===== src/hdl/rv32icd_pkg.sv =====
// shared types and constants of the rv32i instruction control decoder
package rv32icd_pkg;

    // major opcodes, instruction bits 6..0
    localparam logic [6:0] OPC_OP     = 7'b0110011;
    localparam logic [6:0] OPC_OPIMM  = 7'b0010011;
    localparam logic [6:0] OPC_LOAD   = 7'b0000011;
    localparam logic [6:0] OPC_JALR   = 7'b1100111;
    localparam logic [6:0] OPC_STORE  = 7'b0100011;
    localparam logic [6:0] OPC_BRANCH = 7'b1100011;
    localparam logic [6:0] OPC_LUI    = 7'b0110111;
    localparam logic [6:0] OPC_AUIPC  = 7'b0010111;
    localparam logic [6:0] OPC_JAL    = 7'b1101111;

    // alu operation codes
    localparam logic [3:0] ALU_ADD = 4'd1;
    localparam logic [3:0] ALU_SUB = 4'd2;
    localparam logic [3:0] ALU_AND = 4'd3;
    localparam logic [3:0] ALU_OR  = 4'd4;
    localparam logic [3:0] ALU_SLL = 4'd5;
    localparam logic [3:0] ALU_SLT = 4'd6;
    localparam logic [3:0] ALU_SRA = 4'd7;
    localparam logic [3:0] ALU_SRL = 4'd8;
    localparam logic [3:0] ALU_XOR = 4'd9;

    // funct3 codes of the alu group
    localparam logic [2:0] F3_ADD = 3'd0;
    localparam logic [2:0] F3_SLL = 3'd1;
    localparam logic [2:0] F3_SLT = 3'd2;
    localparam logic [2:0] F3_XOR = 3'd4;
    localparam logic [2:0] F3_SR  = 3'd5;
    localparam logic [2:0] F3_OR  = 3'd6;
    localparam logic [2:0] F3_AND = 3'd7;

    // operand 2 source
    localparam logic [1:0] OP2_REG  = 2'd0;
    localparam logic [1:0] OP2_IMMI = 2'd1;
    localparam logic [1:0] OP2_IMMS = 2'd2;

    // result source
    localparam logic [2:0] RES_PC4   = 3'd0;
    localparam logic [2:0] RES_IMMU  = 3'd1;
    localparam logic [2:0] RES_MEM   = 3'd2;
    localparam logic [2:0] RES_ALU   = 3'd3;
    localparam logic [2:0] RES_PCIMM = 3'd4;

    // next pc source
    localparam logic [1:0] NPC_ALU    = 2'd0;
    localparam logic [1:0] NPC_TARGET = 2'd1;
    localparam logic [1:0] NPC_PC4    = 2'd2;

    // branch kind
    localparam logic [1:0] BK_NONE = 2'd0;
    localparam logic [1:0] BK_COND = 2'd1;
    localparam logic [1:0] BK_JAL  = 2'd2;
    localparam logic [1:0] BK_JALR = 2'd3;

    localparam logic [2:0] SIZE_WORD = 3'd2;

    localparam int unsigned IN_WIDTH  = 64;
    localparam int unsigned OUT_WIDTH = 120;

    typedef struct packed {
        logic [3:0]  alu_op;
        logic [1:0]  op2_select;
        logic [2:0]  result_select;
        logic [1:0]  next_pc_select;
        logic        reg_write;
        logic        mem_write;
        logic [2:0]  access_size;
        logic [1:0]  branch_kind;
        logic        illegal;
        logic [31:0] operand_immediate;
        logic [31:0] branch_target;
        logic [31:0] upper_sum;
    } decode_t;

endpackage


===== src/hdl/rv32icd_decode.sv =====
// combinational decode of one instruction word into control codes and immediates
module rv32icd_decode (
    input  logic [31:0]           instruction,
    input  logic [31:0]           fetch_address,
    output rv32icd_pkg::decode_t  decoded
);
    import rv32icd_pkg::*;

    logic [6:0]  opcode;
    logic [2:0]  funct3;
    logic [6:0]  funct7;
    logic [31:0] imm_i;
    logic [31:0] imm_s;
    logic [31:0] imm_u;
    logic [31:0] imm_b;
    logic [31:0] imm_j;
    logic        use_j;
    logic [31:0] op_imm;

    function automatic logic [3:0] alu_for(input logic [2:0] f3, input logic [6:0] f7,
                                           input logic reg_form);
        logic [3:0] op;
        begin
            case (f3)
                F3_ADD:  op = (reg_form && (f7 != 7'd0)) ? ALU_SUB : ALU_ADD;
                F3_SLL:  op = ALU_SLL;
                F3_SLT:  op = ALU_SLT;
                F3_XOR:  op = ALU_XOR;
                F3_SR:   op = (f7 != 7'd0) ? ALU_SRA : ALU_SRL;
                F3_OR:   op = ALU_OR;
                F3_AND:  op = ALU_AND;
                default: op = ALU_ADD;
            endcase
            return op;
        end
    endfunction

    assign opcode = instruction[6:0];
    assign funct3 = instruction[14:12];
    assign funct7 = instruction[31:25];

    assign imm_i = {{20{instruction[31]}}, instruction[31:20]};
    assign imm_s = {{20{instruction[31]}}, instruction[31:25], instruction[11:7]};
    assign imm_u = {instruction[31:12], 12'd0};
    assign imm_b = {{20{instruction[31]}}, instruction[7], instruction[30:25],
                    instruction[11:8], 1'b0};
    assign imm_j = {{12{instruction[31]}}, instruction[19:12], instruction[20],
                    instruction[30:21], 1'b0};

    always_comb
    begin
        decoded                = '0;
        decoded.alu_op         = ALU_ADD;
        decoded.op2_select     = OP2_REG;
        decoded.result_select  = RES_PC4;
        decoded.next_pc_select = NPC_PC4;
        decoded.access_size    = SIZE_WORD;
        decoded.branch_kind    = BK_NONE;
        use_j                  = 1'b0;
        op_imm                 = 32'd0;
        case (opcode)
            OPC_OP:
            begin
                decoded.reg_write     = 1'b1;
                decoded.alu_op        = alu_for(funct3, funct7, 1'b1);
                decoded.result_select = RES_ALU;
            end
            OPC_OPIMM:
            begin
                decoded.reg_write     = 1'b1;
                decoded.alu_op        = alu_for(funct3, funct7, 1'b0);
                decoded.op2_select    = OP2_IMMI;
                decoded.result_select = RES_ALU;
                op_imm                = imm_i;
            end
            OPC_LOAD:
            begin
                decoded.reg_write     = 1'b1;
                decoded.op2_select    = OP2_IMMI;
                decoded.result_select = RES_MEM;
                decoded.access_size   = funct3;
                op_imm                = imm_i;
            end
            OPC_JALR:
            begin
                decoded.reg_write      = 1'b1;
                decoded.op2_select     = OP2_IMMI;
                decoded.result_select  = RES_ALU;
                decoded.next_pc_select = NPC_ALU;
                decoded.branch_kind    = BK_JALR;
                op_imm                 = imm_i;
            end
            OPC_STORE:
            begin
                decoded.mem_write   = 1'b1;
                decoded.op2_select  = OP2_IMMS;
                decoded.access_size = funct3;
                op_imm              = imm_s;
            end
            OPC_BRANCH:
            begin
                decoded.branch_kind = BK_COND;
                decoded.alu_op      = ALU_SUB;
            end
            OPC_LUI:
            begin
                decoded.reg_write     = 1'b1;
                decoded.result_select = RES_IMMU;
                op_imm                = imm_u;
            end
            OPC_AUIPC:
            begin
                decoded.reg_write     = 1'b1;
                decoded.result_select = RES_PCIMM;
                op_imm                = imm_u;
            end
            OPC_JAL:
            begin
                decoded.reg_write      = 1'b1;
                decoded.result_select  = RES_PC4;
                decoded.next_pc_select = NPC_TARGET;
                decoded.branch_kind    = BK_JAL;
                use_j                  = 1'b1;
            end
            default:
            begin
                decoded.illegal = 1'b1;
            end
        endcase

        // unknown opcode zeroes the immediate and both sums
        if (!decoded.illegal)
        begin
            decoded.operand_immediate = op_imm;
            decoded.branch_target     = fetch_address + (use_j ? imm_j : imm_b);
            decoded.upper_sum         = fetch_address + imm_u;
        end
    end

endmodule


===== src/hdl/rv32i_instruction_control_decoder.sv =====
// top level of the rv32i instruction control decoder with input and result registers
//
// channel  | dir | fields (tdata, lowest bit up)
// ---------+-----+------------------------------------------------------------------
// s_axis   | in  | instruction[31:0], fetch_address[63:32]
// m_axis   | out | alu_op, op2_select, result_select, next_pc_select, reg_write,
//          |     | mem_write, access_size, branch_kind, illegal, operand_immediate,
//          |     | branch_target, upper_sum, zero pad to 120 bits
//
// one transfer in per cycle while not stalled; an item is held in the input register, then
// in the result register (decode and the two pc adds sit between the registers)
// both registers advance whenever the result register is empty or being taken,
// so a stall on m_tready backs up into s_tready without losing or repeating a transfer
// rst_n clears only the valid flags; payload registers carry no reset
module rv32i_instruction_control_decoder (
    input  logic                                clk,
    input  logic                                rst_n,
    input  logic                                s_tvalid,
    output logic                                s_tready,
    // instruction[31:0], fetch_address[63:32]
    input  logic [rv32icd_pkg::IN_WIDTH-1:0]    s_tdata,
    output logic                                m_tvalid,
    input  logic                                m_tready,
    // alu_op[3:0], op2_select[5:4], result_select[8:6], next_pc_select[10:9],
    // reg_write[11], mem_write[12], access_size[15:13], branch_kind[17:16],
    // illegal[18], operand_immediate[50:19], branch_target[82:51],
    // upper_sum[114:83], zero[119:115]
    output logic [rv32icd_pkg::OUT_WIDTH-1:0]   m_tdata
);
    import rv32icd_pkg::*;

    logic        in_valid_reg;
    logic [31:0] instr_reg;
    logic [31:0] pc_reg;
    logic        out_valid_reg;
    decode_t     result_reg;
    decode_t     decoded;
    logic        advance;

    // result register can load when it is empty or its transfer completes now
    assign advance  = !out_valid_reg || m_tready;
    assign s_tready = !in_valid_reg || advance;

    always_ff @(posedge clk or negedge rst_n)
    begin
        if (!rst_n)
        begin
            in_valid_reg  <= 1'b0;
            out_valid_reg <= 1'b0;
        end
        else
        begin
            if (s_tready)
            begin
                in_valid_reg <= s_tvalid;
            end
            if (advance)
            begin
                out_valid_reg <= in_valid_reg;
            end
        end
    end

    // input payload
    always_ff @(posedge clk)
    begin
        if (s_tready && s_tvalid)
        begin
            instr_reg <= s_tdata[31:0];
            pc_reg    <= s_tdata[63:32];
        end
    end

    rv32icd_decode u_decode (
        .instruction   (instr_reg),
        .fetch_address (pc_reg),
        .decoded       (decoded)
    );

    // result payload
    always_ff @(posedge clk)
    begin
        if (advance && in_valid_reg)
        begin
            result_reg <= decoded;
        end
    end

    assign m_tvalid = out_valid_reg;
    assign m_tdata  = {5'd0,
                       result_reg.upper_sum,
                       result_reg.branch_target,
                       result_reg.operand_immediate,
                       result_reg.illegal,
                       result_reg.branch_kind,
                       result_reg.access_size,
                       result_reg.mem_write,
                       result_reg.reg_write,
                       result_reg.next_pc_select,
                       result_reg.result_select,
                       result_reg.op2_select,
                       result_reg.alu_op};

endmodule


===== config.mk =====
export PLATFORM = sky130hd
export DESIGN_NAME = rv32i_instruction_control_decoder
export DESIGN_NICKNAME = d
export VERILOG_FILES = /design/src/hdl/rv32icd_pkg.sv /design/src/hdl/rv32icd_decode.sv /design/src/hdl/rv32i_instruction_control_decoder.sv
export SDC_FILE = /design/constraint.sdc
export NUM_CORES = 1
export LEC_CHECK = 0
export BUFFER_PORTS_ARGS = -buffer_cell sky130_fd_sc_hd__buf_4
export CAP_MARGIN = 5
export CORE_UTILIZATION = 50
export DETAILED_ROUTE_END_ITERATION = 12
export PLACE_DENSITY = 0.73
export SETUP_SLACK_MARGIN = 0.15
export SLEW_MARGIN = 20
export SYNTH_ARGS = -nofsm -noshare
export SYNTH_HDL_FRONTEND = slang
export SYNTH_HIERARCHICAL = 1
export SYNTH_SLANG_ARGS = --single-unit

===== constraint.sdc =====
create_clock -name clk -period 4.1 [get_ports clk]
set_input_delay 0.205 -clock clk [delete_from_list [all_inputs] [get_ports clk]]
set_output_delay 0.205 -clock clk [all_outputs]
set_load 0.05 [all_outputs]

==> results.yml <==
synth:
  seq_area_frac_synth_pct: 59.78
  synth_edf_count: 179
  async_reset_ff_share_pct: 1.105
  yosys_register_bits: 181
  postSynthCellCount: 725
  synthDistinctLibCells: 68
  yosysTopAreaCell: "edfxtp_1"
  syn_area_sq_um: 9075
  synth_warnings: 6
  synth_top_cell_area_share_pct: 59.23
  synthTopCellsByArea: "edfxtp_1 59%, ha_1 7.3%, a21o_1 4.6%"
  synth_top_flop_cell: "edfxtp_1"
  syn_area_per_cell_sq_um: 12.52
clocking:
  root_buffer: "clkbuf_16"
  cts_tree: "yes"
  cts_buffers: 17
  insertion_delay_ns: 0.44
  cts_num_sinks: 181
  clk_pin_slew_ns: 0.07
  clock_path_buffers: 2
  cts_max_level: 4
layout:
  final_nets: 1102
  largest_reg_flops: 115
  drive_above_1_share_pct: 25.71
  synthToLayoutAreaGrowth_pct: 31.78
  fin_util_pct: 68.19
  layout_common_cells: "194 x buf_4, 179 x edfxtp_1, 72 x nor2_1, 66 x dlygate4sd3_1, 56 x a21o_1"
  diodes: 0
  regArea_sq_um: 5425
  num-fill-cells: 1273
  final_common_cell: "buf_4"
  multiInputGateArea_sq_um: 3478
timing:
  finClkSkew_ns: 0.01304
  clock.fmax_ghz: 0.2641
  setup_viol: 0
  rsz0062_at_grt: "no"
  fin_crit_sh_pct: 92.35
  setup_tns_ns: 0
  fin_crit_ns: 3.786
  slew-limit-headroom_pct: 40.03
  finalHoldViolations: 0
  maxSlewViolCount: 0
  tightest_slew_ns: 0.8995
grt:
  grt_pass1_wl_um: 33970
  gr-total-overflow: 0
  grt_use_total_pct: 25.09
  grt_antenna_before_repair: 0
  grt_max_degree: 116
  first_global_vias: 6361
worst_setup_path:
  r2r_end: "m_tdata[80]$_DFFE_PP_"
  cp.required_ns: 4.28
  r2r_start: "instr_reg[4]$_DFFE_PP_"
  cp_max_fo: 8
  crit_type: "reg2reg"
  rrSetupSlack_ns: 0.31
  cpMostUsedCell: "a21o_1"
  crit_path_top_delay_cell: "edfxtp_1"
  cp.arrival_ns: 3.96
  slowest_delay_ns: 0.44
  crit_family: "compound AO/OA/AOI/OAI gates"
  end_kind: "register"
  worstPathCellList: "inv_2 > and3_2 > nand2_2 > nor2_4 > nand2_4 > and2_4 > a21o_1 > ha_1 > a21o_1 > a21o_1 > a221oi_2 > nor2_2 > o2111ai_2 > o211ai_2 > o41ai_2 > mux2i_1"
  r2r_cells: 16
  crit_buf_inv: 1
  cp-start-kind: "register"
hold_path:
  hp-start: "m_tready"
  hold_path_end: "in_valid_reg$_DFFE_PN0P_"
  hold_depth: 3
  hold_class: "in2reg"
detailed_routing:
  met1Wirelength_um: 9650
  post_drt_via_cell_ratio: 5.546
  via_count: 6750
  drt-initial-drc-count: 607
  top_layer: "met4"
  routed-wl-met3_um: 1580
  wl_met2_um: 11240
  wl_per_cell_um: 18.85
  drt_pass1_iterations: 6
  drc_errors: 0
  postRouteAntennaNets: 0
  drt-total-wl_um: 22940
power_and_ir_drop:
  irDropWorstVdd_uv: 291.9
  cellPowerDensity_nw_per_um2: 409.8
  p_leak_uw: 0.005091
floorplan:
  ios: 190
  die_w_um: 136.7
  rows: 48
  die_y_um: 136.7
  start_util_pct: 51.75
  die-area_sq_um: 18690
  core_area_sq_um: 17540
outcome:
  status: "finished, final reports clean"
place:
  io_buffers: 184
  gp_congestion: 0.8837
  detailed_place_hpwl_um: 15640
job:
  max_cap_viol_count: 0
## logic make-up after synthesis
group	Yosys count	share of synthesized area, %
other cells	1	0.04132
fa+ha+maj	55	7.749
compound gates	183	14.48
buf+inv	50	2.427
flops	181	59.78
xor+xnor	36	3.475
simple gates	216	11.72
mux	3	0.3309
## cell type report
cell class / instances / share of cell area (%)
Sequential cell: 181 / 45.36
Multi-Input combinational cell: 498 / 29.09
Timing Repair Buffer: 262 / 17.96
Clock buffer: 18 / 3.589
Tap cell: 225 / 2.354
Clock inverter: 14 / 1.046
Inverter: 19 / 0.5964
## stage by stage
| step | setup WS, ns | instances | power, uW | area, sq um | hold WS [ns] |
|---|---|---|---|---|---|
| global route | 0.1242 | 1217 | 5091 | 11960 | 0.04791 |
| detailed placement | 0.2008 | 1116 | 3342 | 10690 | -0.01210 |
| CTS | 0.1627 | 1214 | 4915 | 11910 | 0.04433 |
| floorplan | 0.1846 | 729 | 3033 | 9090 | -0.09059 |
| global placement | 0.3642 | 1116 | 3334 | 10690 | -0.01219 |
| finish | 0.3138 | 1217 | 4901 | 11960 | 0.05573 |
## synthesized netlist by cell type (2+ instances only)
library cell,number
nand2b_1,7
nor4b_1,2
o31ai_1,5
a21oi_1,39
mux2i_1,3
buf_2,5
nand2_1,48
fa_1,2
o22ai_1,2
a31oi_1,8
o21a_1,7
nand3_1,8
nor2b_1,8
nor3b_1,3
nand4_1,7
xnor2_1,21
ha_1,53
and3_1,5
nor3_1,10
o21ai_2,2
xor2_1,15
o21bai_1,3
buf_4,7
clkbuf_1,17
and2_1,28
a22o_1,5
edfxtp_1,179
nor2_1,73
inv_1,19
o21ai_0,25
o211ai_1,3
o21ai_1,2
buf_1,2
a211oi_1,6
or2_2,2
nor4_1,5
a21o_1,56
o31a_1,2
dfrtp_1,2
## power breakdown
part	total [uW]	internal, uW	leakage, uW	switching, uW
Sequential	2260	2180	0.00178	75.8
Combinational	1120	409	0.00305	708
Clock	1530	791	0.000262	737
## per-layer routing
layer,vias to the layer above,GRT usage [%]
met5,-,0
met4,0,8.765
met3,39,6.148
met2,274,41.48
met1,3238,32.11
li1,3199,-
## repair_timing
action                                  in CTS  in global routing
endpoints found under the setup margin       0                 16
hold buffers                                66                  0
hold endpoints to repair                    67                  0
gates resized for setup                      0                 11
setup buffers                                0                  3
## how the worst max path moves through the flow
stage                                       from                     to  slack (ns)  depth (start not counted)
after floorplan             m_tvalid$_DFFE_PN0P_   m_tdata[0]$_DFFE_PP_        0.18                          2
after global placement    instr_reg[4]$_DFFE_PP_  m_tdata[80]$_DFFE_PP_        0.36                         16
after detailed placement  instr_reg[4]$_DFFE_PP_  m_tdata[80]$_DFFE_PP_        0.20                         16
after CTS                 instr_reg[4]$_DFFE_PP_  m_tdata[80]$_DFFE_PP_        0.16                         16
after global routing      instr_reg[4]$_DFFE_PP_  m_tdata[80]$_DFFE_PP_        0.12                         17
final                     instr_reg[4]$_DFFE_PP_  m_tdata[80]$_DFFE_PP_        0.31                         16
## tightest hold or removal path: cells and delay by family
| family | cells | cell delay (ns) |
|---|---|---|
| buffers and inverters | 1 | 0.08 |
| and+or+nand+nor | 2 | 0.17 |
Note: power is estimated with default switching activity, not from simulation.
